`src/bcld_pkg.sv`:
```
`default_nettype none
// ----------------------------------------------------------------------------
// bcld_pkg: shared constants for the biquad cascade level detector
// Register indexes, reset values, datapath widths and the sequencer taps.
// ----------------------------------------------------------------------------
package bcld_pkg;

	// largest supported block length
	localparam int MAX_BLOCK_DEF = 1024;

	// datapath widths
	localparam int SMP_W  = 16;
	localparam int COEF_W = 16;
	localparam int DAT_W  = 24;
	localparam int PROD_W = DAT_W + COEF_W;
	localparam int ACC_W  = 44;
	localparam int FRAC_W = 14;
	localparam int YW_W   = ACC_W - FRAC_W;
	localparam int CNT_W  = 11;
	localparam int CFG_IDX_W  = 3;
	localparam int CFG_DATA_W = 24;

	// register indexes on the configuration port
	localparam logic [CFG_IDX_W-1:0] REG_B0      = 3'd0;
	localparam logic [CFG_IDX_W-1:0] REG_B1      = 3'd1;
	localparam logic [CFG_IDX_W-1:0] REG_B2      = 3'd2;
	localparam logic [CFG_IDX_W-1:0] REG_A1      = 3'd3;
	localparam logic [CFG_IDX_W-1:0] REG_A2      = 3'd4;
	localparam logic [CFG_IDX_W-1:0] REG_LVL_TH  = 3'd5;
	localparam logic [CFG_IDX_W-1:0] REG_CNT_TH  = 3'd6;
	localparam logic [CFG_IDX_W-1:0] REG_BLK_LEN = 3'd7;

	// register reset values
	localparam logic signed [COEF_W-1:0] B0_RST     = 16'sd1182;
	localparam logic signed [COEF_W-1:0] B1_RST     = 16'sd0;
	localparam logic signed [COEF_W-1:0] B2_RST     = -16'sd1182;
	localparam logic signed [COEF_W-1:0] A1_RST     = -16'sd30197;
	localparam logic signed [COEF_W-1:0] A2_RST     = 16'sd14020;
	localparam logic signed [DAT_W-1:0]  LVL_TH_RST = 24'sd20;
	localparam logic [CNT_W-1:0]         CNT_TH_RST = 11'd10;
	localparam logic [CNT_W-1:0]         BLK_LEN_RST = 11'd256;

	// multiply-accumulate taps of one section
	localparam logic [2:0] TAP_X  = 3'd0;
	localparam logic [2:0] TAP_X1 = 3'd1;
	localparam logic [2:0] TAP_X2 = 3'd2;
	localparam logic [2:0] TAP_Y1 = 3'd3;
	localparam logic [2:0] TAP_Y2 = 3'd4;

	// accumulator start value: half an LSB of the Q.14 result, for round half up
	localparam logic signed [ACC_W-1:0] ACC_INIT = 44'sd8192;

	// saturation limits
	localparam logic signed [YW_W-1:0]  YW_HI  = 30'sd8388607;
	localparam logic signed [YW_W-1:0]  YW_LO  = -30'sd8388608;
	localparam logic signed [DAT_W-1:0] SAT_HI = 24'sh7FFFFF;
	localparam logic signed [DAT_W-1:0] SAT_LO = 24'sh800000;

endpackage
`default_nettype wire

```
`src/biquad_cascade_level_detector.sv`:
```
`default_nettype none
// ----------------------------------------------------------------------------
// biquad_cascade_level_detector: two-section biquad filter with level counter
// Filters each sample through two cascaded direct-form-I biquads, then
// counts samples above a level over blocks and flags detection per block.
// ----------------------------------------------------------------------------
// The block takes a new sample word only once it is through with the last
// one: a single 24x16 multiplier with a registered product feeds one 44-bit
// accumulator, and a small sequencer walks the five taps of section one,
// rounds and saturates, then does the same for section two.
// in_stall stays high during that walk; the result sits in an output
// register, so a new sample is taken while the previous result still waits
// on out_stall. The coefficient registers use Q2.14, and filter state
// persists across blocks. Write configuration only while no sample is in
// flight.
// ----------------------------------------------------------------------------
module biquad_cascade_level_detector #(
	parameter int MAX_BLOCK = bcld_pkg::MAX_BLOCK_DEF
) (
	input  wire logic                                clk,
	input  wire logic                                arst_n,
	// configuration write channel
	input  wire logic                                cfg_valid,
	output logic                                     cfg_ready,
	input  wire logic [bcld_pkg::CFG_IDX_W-1:0]      cfg_index,
	input  wire logic [bcld_pkg::CFG_DATA_W-1:0]     cfg_data,
	// sample channel
	input  wire logic                                in_valid,
	output logic                                     in_stall,
	input  wire logic signed [bcld_pkg::SMP_W-1:0]   sample,
	// result channel
	output logic                                     out_valid,
	input  wire logic                                out_stall,
	output logic signed [bcld_pkg::DAT_W-1:0]        filtered,
	output logic                                     above_level,
	output logic                                     block_end,
	output logic [bcld_pkg::CNT_W-1:0]               block_count,
	output logic                                     detected
);
	import bcld_pkg::*;

	localparam int IDX_W = $clog2(MAX_BLOCK);
	localparam int CMP_W = (IDX_W + 1 > CNT_W + 1) ? IDX_W + 1 : CNT_W + 1;

	typedef enum logic [6:0] {
		S_IDLE = 7'b0000001,
		S_MAC1 = 7'b0000010,
		S_DRN1 = 7'b0000100,
		S_SAT1 = 7'b0001000,
		S_MAC2 = 7'b0010000,
		S_DRN2 = 7'b0100000,
		S_SAT2 = 7'b1000000
	} state_t;

	// configuration registers
	logic signed [COEF_W-1:0] b0_q, b1_q, b2_q, a1_q, a2_q;
	logic signed [DAT_W-1:0]  lvl_th_q;
	logic [CNT_W-1:0]         cnt_th_q;
	logic [CNT_W-1:0]         blk_len_q;

	// filter state
	logic signed [SMP_W-1:0]  in1_q, in2_q;
	logic signed [DAT_W-1:0]  mid1_q, mid2_q;
	logic signed [DAT_W-1:0]  out1_q, out2_q;
	logic [IDX_W-1:0]         idx_q;
	logic [CNT_W-1:0]         exceed_q;

	// sequencer and datapath
	state_t                   state_q;
	logic [2:0]               tap_q;
	logic signed [SMP_W-1:0]  x_q;
	logic signed [DAT_W-1:0]  mid_q;
	logic signed [PROD_W-1:0] prod_q;
	logic                     prod_vld_q;
	logic                     prod_sub_q;
	logic signed [ACC_W-1:0]  acc_q;

	// output register
	logic                     out_vld_q;
	logic signed [DAT_W-1:0]  filt_q;
	logic                     above_q;
	logic                     end_q;
	logic [CNT_W-1:0]         cnt_q;
	logic                     det_q;

	logic                     sect2;
	logic signed [DAT_W-1:0]  op_dat;
	logic signed [COEF_W-1:0] op_coef;
	logic signed [ACC_W-1:0]  prod_ext;
	logic signed [YW_W-1:0]   y_wide;
	logic signed [DAT_W-1:0]  y_sat;
	logic                     above_c;
	logic [CNT_W-1:0]         cnt_c;
	logic [CMP_W-1:0]         len_raw;
	logic [CMP_W-1:0]         len_c;
	logic                     end_c;
	logic                     det_c;
	logic                     commit;

	assign cfg_ready = 1'b1;
	assign in_stall  = (state_q != S_IDLE);

	// configuration writes; bits above a register's width are dropped
	always_ff @(posedge clk or negedge arst_n) begin
		if (!arst_n) begin
			b0_q      <= B0_RST;
			b1_q      <= B1_RST;
			b2_q      <= B2_RST;
			a1_q      <= A1_RST;
			a2_q      <= A2_RST;
			lvl_th_q  <= LVL_TH_RST;
			cnt_th_q  <= CNT_TH_RST;
			blk_len_q <= BLK_LEN_RST;
		end else if (cfg_valid && cfg_ready) begin
			case (cfg_index)
				REG_B0:      b0_q      <= cfg_data[COEF_W-1:0];
				REG_B1:      b1_q      <= cfg_data[COEF_W-1:0];
				REG_B2:      b2_q      <= cfg_data[COEF_W-1:0];
				REG_A1:      a1_q      <= cfg_data[COEF_W-1:0];
				REG_A2:      a2_q      <= cfg_data[COEF_W-1:0];
				REG_LVL_TH:  lvl_th_q  <= cfg_data[DAT_W-1:0];
				REG_CNT_TH:  cnt_th_q  <= cfg_data[CNT_W-1:0];
				REG_BLK_LEN: blk_len_q <= cfg_data[CNT_W-1:0];
				default: ;
			endcase
		end
	end

	// operand select for the shared multiplier
	assign sect2 = (state_q == S_MAC2);

	always_comb begin
		op_dat  = '0;
		op_coef = '0;
		case (tap_q)
			TAP_X: begin
				op_dat  = sect2 ? mid_q : {{(DAT_W-SMP_W){x_q[SMP_W-1]}}, x_q};
				op_coef = b0_q;
			end
			TAP_X1: begin
				op_dat  = sect2 ? mid1_q : {{(DAT_W-SMP_W){in1_q[SMP_W-1]}}, in1_q};
				op_coef = b1_q;
			end
			TAP_X2: begin
				op_dat  = sect2 ? mid2_q : {{(DAT_W-SMP_W){in2_q[SMP_W-1]}}, in2_q};
				op_coef = b2_q;
			end
			TAP_Y1: begin
				op_dat  = sect2 ? out1_q : mid1_q;
				op_coef = a1_q;
			end
			TAP_Y2: begin
				op_dat  = sect2 ? out2_q : mid2_q;
				op_coef = a2_q;
			end
			default: begin
				op_dat  = '0;
				op_coef = '0;
			end
		endcase
	end

	assign prod_ext = {{(ACC_W-PROD_W){prod_q[PROD_W-1]}}, prod_q};

	// floor of the Q.14 sum, then clamp to 24 bits
	assign y_wide = acc_q[ACC_W-1:FRAC_W];
	always_comb begin
		if (y_wide > YW_HI)
			y_sat = SAT_HI;
		else if (y_wide < YW_LO)
			y_sat = SAT_LO;
		else
			y_sat = y_wide[DAT_W-1:0];
	end

	// block bookkeeping, evaluated on the section two result
	assign above_c = (y_sat > lvl_th_q);
	assign cnt_c   = exceed_q + CNT_W'(above_c);

	always_comb begin
		len_raw = CMP_W'(blk_len_q);
		if (len_raw == '0)
			len_c = CMP_W'(1);
		else if (len_raw > CMP_W'(MAX_BLOCK))
			len_c = CMP_W'(MAX_BLOCK);
		else
			len_c = len_raw;
	end

	assign end_c  = (CMP_W'(idx_q) + CMP_W'(1)) >= len_c;
	assign det_c  = end_c && (cnt_c > cnt_th_q);
	assign commit = (state_q == S_SAT2) && (!out_vld_q || !out_stall);

	// sequencer control
	always_ff @(posedge clk or negedge arst_n) begin
		if (!arst_n) begin
			state_q    <= S_IDLE;
			tap_q      <= TAP_X;
			prod_vld_q <= 1'b0;
		end else begin
			case (state_q)
				S_IDLE: begin
					prod_vld_q <= 1'b0;
					if (in_valid && !in_stall) begin
						tap_q   <= TAP_X;
						state_q <= S_MAC1;
					end
				end
				S_MAC1, S_MAC2: begin
					prod_vld_q <= 1'b1;
					if (tap_q == TAP_Y2)
						state_q <= sect2 ? S_DRN2 : S_DRN1;
					else
						tap_q <= tap_q + 3'd1;
				end
				S_DRN1: begin
					prod_vld_q <= 1'b0;
					state_q    <= S_SAT1;
				end
				S_SAT1: begin
					tap_q   <= TAP_X;
					state_q <= S_MAC2;
				end
				S_DRN2: begin
					prod_vld_q <= 1'b0;
					state_q    <= S_SAT2;
				end
				S_SAT2: begin
					// hold until the output register is free
					if (commit)
						state_q <= S_IDLE;
				end
				default: begin
					state_q    <= S_IDLE;
					prod_vld_q <= 1'b0;
				end
			endcase
		end
	end

	// multiplier and accumulator
	always_ff @(posedge clk) begin
		if (state_q == S_IDLE && in_valid && !in_stall)
			x_q <= sample;
		if (state_q == S_MAC1 || state_q == S_MAC2) begin
			prod_q     <= PROD_W'(op_dat) * PROD_W'(op_coef);
			prod_sub_q <= (tap_q >= TAP_Y1);
		end
		if (state_q == S_IDLE || state_q == S_SAT1)
			acc_q <= ACC_INIT;
		else if (prod_vld_q)
			acc_q <= prod_sub_q ? acc_q - prod_ext : acc_q + prod_ext;
		if (state_q == S_SAT1)
			mid_q <= y_sat;
	end

	// filter history and block counters advance once per sample
	always_ff @(posedge clk or negedge arst_n) begin
		if (!arst_n) begin
			in1_q    <= '0;
			in2_q    <= '0;
			mid1_q   <= '0;
			mid2_q   <= '0;
			out1_q   <= '0;
			out2_q   <= '0;
			idx_q    <= '0;
			exceed_q <= '0;
		end else if (commit) begin
			in2_q  <= in1_q;
			in1_q  <= x_q;
			mid2_q <= mid1_q;
			mid1_q <= mid_q;
			out2_q <= out1_q;
			out1_q <= y_sat;
			if (end_c) begin
				idx_q    <= '0;
				exceed_q <= '0;
			end else begin
				idx_q    <= idx_q + IDX_W'(1);
				exceed_q <= cnt_c;
			end
		end
	end

	// output register
	always_ff @(posedge clk or negedge arst_n) begin
		if (!arst_n)
			out_vld_q <= 1'b0;
		else if (commit)
			out_vld_q <= 1'b1;
		else if (!out_stall)
			out_vld_q <= 1'b0;
	end

	always_ff @(posedge clk) begin
		if (commit) begin
			filt_q  <= y_sat;
			above_q <= above_c;
			end_q   <= end_c;
			cnt_q   <= cnt_c;
			det_q   <= det_c;
		end
	end

	assign out_valid   = out_vld_q;
	assign filtered    = filt_q;
	assign above_level = above_q;
	assign block_end   = end_q;
	assign block_count = cnt_q;
	assign detected    = det_q;

	// detection is only reported on the last word of a block
	a_det_at_end: assert property (@(posedge clk) disable iff (!arst_n)
		out_valid |-> (block_end || !detected))
		else $error("detected set outside block end");

	// the tap counter never runs past the last tap while multiplying
	a_tap_range: assert property (@(posedge clk) disable iff (!arst_n)
		(state_q == S_MAC1 || state_q == S_MAC2) |-> (tap_q <= TAP_Y2))
		else $error("tap counter out of range");

	// an accepted sample starts section one at its first tap
	a_start: assert property (@(posedge clk) disable iff (!arst_n)
		(in_valid && !in_stall) |=> (state_q == S_MAC1 && tap_q == TAP_X))
		else $error("sample accepted without starting section one");

endmodule
`default_nettype wire

```
`config.mk`:
```
export PLATFORM = sky130hd
export DESIGN_NAME = biquad_cascade_level_detector
export DESIGN_NICKNAME = d
export VERILOG_FILES = /design/src/bcld_pkg.sv /design/src/biquad_cascade_level_detector.sv
export SDC_FILE = /design/constraint.sdc
export NUM_CORES = 2
export LEC_CHECK = 0
export ABC_CLOCK_PERIOD_IN_PS = 12300
export BUFFER_PORTS_ARGS = -buffer_cell sky130_fd_sc_hd__buf_2
export CORE_MARGIN = 3
export CORE_UTILIZATION = 41
export CTS_BUF_LIST = sky130_fd_sc_hd__clkbuf_8
export CTS_CLUSTER_SIZE = 16
export DETAILED_ROUTE_END_ITERATION = 16
export GPL_TIMING_DRIVEN = 0
export RECOVER_POWER = 50
export SYNTH_ARGS = -nofsm -noshare
export SYNTH_HDL_FRONTEND = slang
export SYNTH_SLANG_ARGS = --single-unit
```
`constraint.sdc`:
```
create_clock -name clk -period 12.3 [get_ports clk]
set_input_delay 0 -clock clk [delete_from_list [all_inputs] [get_ports clk]]
set_output_delay 0 -clock clk [all_outputs]
set_load 0.01 [all_outputs]
```
Word-level counts from Yosys, hierarchy flattened
Index checks and enable logic that the tools add are counted.
W data, S select, Z words.

word-level totals
  output and inout port bits = 41
  ROM bits = 0
  latch bits = 0
  bits in registers = 450
  bits in writable memories = 0
  memories kept = 0
  bits of input ports = 48

cells by class
  reduce and logical (&&, ||, !) cells = 27
  divide/modulo/power cells = 0
  $mul = 1
  bitwise logic cells = 0
  muxes and demuxes = 25
  shift operators = 0
  $lt $le $gt $ge = 7
  add/sub/neg operators = 6
  eq/ne operators = 24

operators with widths
  operator                 number
  $mux W24                 7
  $pmux W24 S5             1
  $pmux W16 S5             1
  $add A44 B40 Y44         1
  $mux W44                 1
  $sub A44 B40 Y44         1
  $pmux W7 S6              1
  $mul A24 B16 Y40         1
  $mux W11                 3
  $gt A30 B24 Y1 const B   1
  $lt A30 B24 Y1 const B   1
  $gt A24 B24 Y1           1
  $mux W7                  3
  $reduce_and A2 Y1        8
  $eq A3 B3 Y1 const B     5
  $eq A3 B2 Y1 const B     4
  $ge A11 B12 Y1           1
  $add A10 B1 Y11 const B  1
  $add A11 B1 Y11          1
  $gt A11 B11 Y1           1
  $gt A11 B11 Y1 const B   1
  $logic_not A11 Y1        1
  $add A10 B1 Y10 const B  1
  $mux W10                 1
  25 further kinds         42

Longest topological paths before layout
  depth in word-level cells = 7
  mapped depth = 34
  mapped depth without buffers = 30

Worst setup path before layout
Ideal clock, no wire load.

  path kind = register to register
  from = register tap_q[2]
  to = register prod_q[39], data pin
  setup slack = 4.028 ns
  stages on the path, launching flop included = 31
  setup time = 0.259 ns
  arrival time = 8.013 ns
  required time = 12.041 ns
  path buffers = 6
  cell sequence = dfrtp_1 clkbuf_1 inv_1 ha_1 clkbuf_1 clkbuf_1 clkbuf_1 a221oi_1 clkbuf_1 nor2_1 fa_1 inv_1 fa_1 fa_1 fa_1 inv_1 fa_1 inv_1 fa_1 inv_1 ha_1 clkbuf_1 a21oi_1 nand2_1 a21o_1 or2_2 a31o_2 o31a_1 a211oi_1 a21oi_1 xnor2_1

between the ends
  word-level cells in the longest chain between the ends = 3
  elaborated cells on any way between the ends = 8
  classes of those cells = mul (1); eq/ne (4); mux (2); reduce/logical (1)

ends and longest elaborated chain
  what                                          RTL line                              text
  from (decl)                                   biquad_cascade_level_detector.sv:70   logic [2:0] tap_q;
  from (signal assigned)                        biquad_cascade_level_detector.sv:214  tap_q <= tap_q + 3'd1;
  $eq A3 B3 Y1, or another cell as far along    biquad_cascade_level_detector.sv:135  case (tap_q)
  $pmux W24 S5 or $pmux W16 S5 (tied branches)  biquad_cascade_level_detector.sv:135
  $mul A24 B16 Y40 *                            biquad_cascade_level_detector.sv:246  prod_q <= PROD_W'(op_dat) * PROD_W'(op_coef);
  to (signal assigned)                          biquad_cascade_level_detector.sv:246
  to (decl)                                     biquad_cascade_level_detector.sv:73   logic signed [PROD_W-1:0] prod_q;

Mark *: on every way between the ends. The rest lies on a longest branch, timed or not.
A chain may end at the register's enable or synchronous reset.

Worst setup path after layout
  from = register tap_q[2]
  to = register prod_q[38], data pin

The elaborated chain is that of the path after synthesis.

==> results.yml <==
status:
  outcome: "finished with violations"
  violations: "max-capacitance violations, max-slew violations"
setup_path:
  timing.critical_path.from_type: "register"
  crit_path_top_delay_cell: "clkbuf_1"
  critical_path_class: "register to register"
  wp_data_required_ns: 12.65
  startpoint: "tap_q[2]"
  timing.critical_path.max_delay_family: "adder cells"
  cp_common_cell: "fa_1"
  timing.critical_path.to_type: "register"
  worst-path-buf-inv: 9
  arrival_time_reported_for_the_critical_path_endpoint_ns: 11.72
  rr_startpoint: "tap_q[2]"
  worst-path-max-fanout: 10
  peak_per_stage_delay_on_the_critical_path_ns: 0.86
floorplanning:
  die_w_um: 305
  die_area_mm2: 0.0931
  floorplan.core_area_mm2: 0.0885
  die_h_um: 305
  io_pins: 89
  start_util_pct: 41.4
  row_count: 109
logic_synthesis:
  post_syn_nets: 4454
  synth_seq_cells: 450
  yosys-top-cells-area: "fa_1 20%, dfrtp_1 17%, edfxtp_1 9.7%"
  synth_largest_type_area_fraction_pct: 20.5
  synth_async_sr_flop_share_pct: 63.8
  syn_avg_cell_area_um2: 9.56
  post_synth_inst_count: 3835
  yosysWarningCount: 0
  netlist.top_cell.by_area: "fa_1"
  syn-cell-area_mm2: 0.0367
  number_of_flops_mapped_to_enable_cells_by_yosys: 119
  ys_seq_area_share_pct: 31.8
  synthDistinctLibCells: 76
  yosys_most_used_dff: "dfrtp_1"
grt:
  first_global_vias: 29091
  grt_pass1_wl_mm: 178
  groute.usage.overall_pct: 25.1
  grt-ovfl-total: 0
  initial_antenna_violation_count: 8
  grt_start_max_net_pins: 118
route:
  drt_drc_violations_left: 0
  routed_via_density: 5.51
  number_of_vias_after_detailed_routing: 29223
  dr_iter_0_viols: 2752
  antenna_violating_nets_post_route: 0
  drt_pre_antenna_iters: 10
  wl_per_cell_um: 21.8
  postRouteWirelength_mm: 116
clock_network:
  worst_skew_pair.late_latency_ns: 0.70
  cts-resized-gates: 0
  cts_setup_buffers: 0
  cts_max_level: 3
  clock_tree.buffer_depth: 3
  tritoncts: "done"
  clkSlewWorstSetupHoldPaths_ns: 0.07
  cts_sinks: 450
  root_buffer_cell: "clkbuf_8"
  cts-buffers-inserted: 82
timing:
  min_period_over_period_pct: 92.5
  pins_over_slew_limit: 286
  slew-limit-headroom_pct: -319
  final.setup.tns_ns: 0
  timing.final.ws_setup_ns: 0.928
  clock-skew-final_ns: 0.0472
  finalHoldWorstSlack_ns: 0.0552
  final.min_clock_period_ns: 11.37
  fmaxAchievable_mhz: 87.9
  max_slew.worst_pin.slew_ns: 6.29
  finalHoldViolations: 0
  finalSetupViolCount: 0
  rsz0062_at_grt: "no"
final_layout:
  syn_to_final_growth_pct: 11.5
  fillerInstances: 8525
  finalNetCount: 4690
  drive_gt1_share_pct: 9.91
placed_design:
  detailedPlacementHpwl_mm: 90.6
  placement.io_buffers: 85
  gp_congestion: 0.932
  place_worst_setup_slack_ns: 1.17
hold_path:
  hold_start: "sample[7]"
  hold_path_class: "input port to register"
flow_run:
  drv.max_cap_violation_count: 4
==> layout by cell type, fill, tap and decap left out, types with 25 or more instances in the layout <==
master         instances
a21o_1                46
a21oi_1              139
a221oi_1              35
a222oi_1              34
a31oi_1               26
buf_2                 46
clkbuf_1             196
clkbuf_8             100
dfrtp_1              252
dfstp_2               35
dfxtp_1               44
dlygate4sd3_1         53
edfxtp_1             119
fa_1                 375
ha_1                 196
inv_1                555
mux2_2               163
mux2i_1               27
nand2_1              669
nand3_1               50
nor2_1               297
nor2b_1               25
nor3_1                35
o21a_1                37
o21ai_0              101
xnor2_1               93
xor2_1                40
==> cell families (layout without fill, tap and decap cells) <==
kind of cell	Yosys count	in the layout	synth area share, %
fa+ha+maj	571	571	27.2
mux	190	190	5.74
other cells	1	4	0.0102
simple gates	1224	1224	14.1
compound gates	574	574	10.8
buf+inv	692	996	7.12
xor+xnor	133	133	3.18
flops	450	450	31.8
==> per-stage QoR <==
step           utilization [%]  std cells  area, um^2
6_report                  46.2       5307       40900
3_5_place_dp              43.8       5097       38800
5_1_grt                   46.2       5305       40900
3_3_place_gp              43.6       5085       38600
4_1_cts                   46.3       5303       41000
2_1_floorplan                -       3835       36700
==> layer usage <==
metal  global-route usage [%]  wire, um  vias up
met3                     5.76     10800      232
met4                     9.28      4620        0
met1                     35.1     49300    14687
met5                        0         0        -
li1                         -         -    13120
met2                     38.2     51000     1184
==> cell type report <==
class / instances / area [um^2] / share of cell area [%]
diodes: 3 / 7.51 / 0.0184
plain buffers: 167 / 643 / 1.57
clock buffers: 100 / 1380 / 3.37
clock inverters: 52 / 270 / 0.661
inverters: 525 / 1970 / 4.82
multi-input cells: 2693 / 22500 / 54.9
flip-flops and latches: 450 / 11700 / 28.6
well taps: 1165 / 1460 / 3.56
repair buffers: 152 / 1030 / 2.53
==> worst paths after layout <==
check / endpoint / slack [ns] / cells after the start
max in group asynchronous: exceed_q[5] / 3.31 / 5
worst min-delay path: x_q[7] / 0.06 / 2
min in group asynchronous: b2_q[15] / 1.09 / 3
worst max-delay path: prod_q[38] / 0.93 / 29
worst max register to register: prod_q[38] / 0.93 / 29
worst min register to register: mid1_q[12] / 0.46 / 2
==> registers in the layout, indices dropped and copies added (netlist names), 16 cells and up <==
name,count
acc_q,44
prod_q,40
filtered,24
lvl_th_q,24
mid1_q,24
mid2_q,24
mid_q,24
out1_q,24
out2_q,24
a1_q,16
a2_q,16
b0_q,16
b1_q,16
b2_q,16
in1_q,16
in2_q,16
x_q,16
==> synth_stat cells (17+ instances only) <==
library cell / n
a21o_1: 46
xnor2_1: 93
a21oi_1: 139
dfrtp_1: 252
clkbuf_1: 151
inv_1: 524
a221oi_1: 37
nand2b_1: 24
dfstp_2: 35
o31a_1: 17
nor2b_1: 25
and2_1: 22
mux2i_1: 27
fa_1: 375
and3_1: 24
o31ai_1: 18
xor2_1: 40
o21ai_0: 101
edfxtp_1: 119
a222oi_1: 34
a22oi_1: 18
nor2_1: 297
nand2_1: 669
ha_1: 196
nor3_1: 36
mux2_2: 163
nand3_1: 50
nand4_1: 24
a31oi_1: 26
o21a_1: 37
dfxtp_1: 44
==> timing repair <==
| item | in CTS | in global routing |
|---|---|---|
| setup endpoints to repair | 0 | 0 |
| endpoints found under the hold margin | 311 | 0 |
| hold buffers | 54 | 0 |
Power is not shown: default switching activity piles up to over one toggle a cycle in this logic, so the estimate is an artifact.
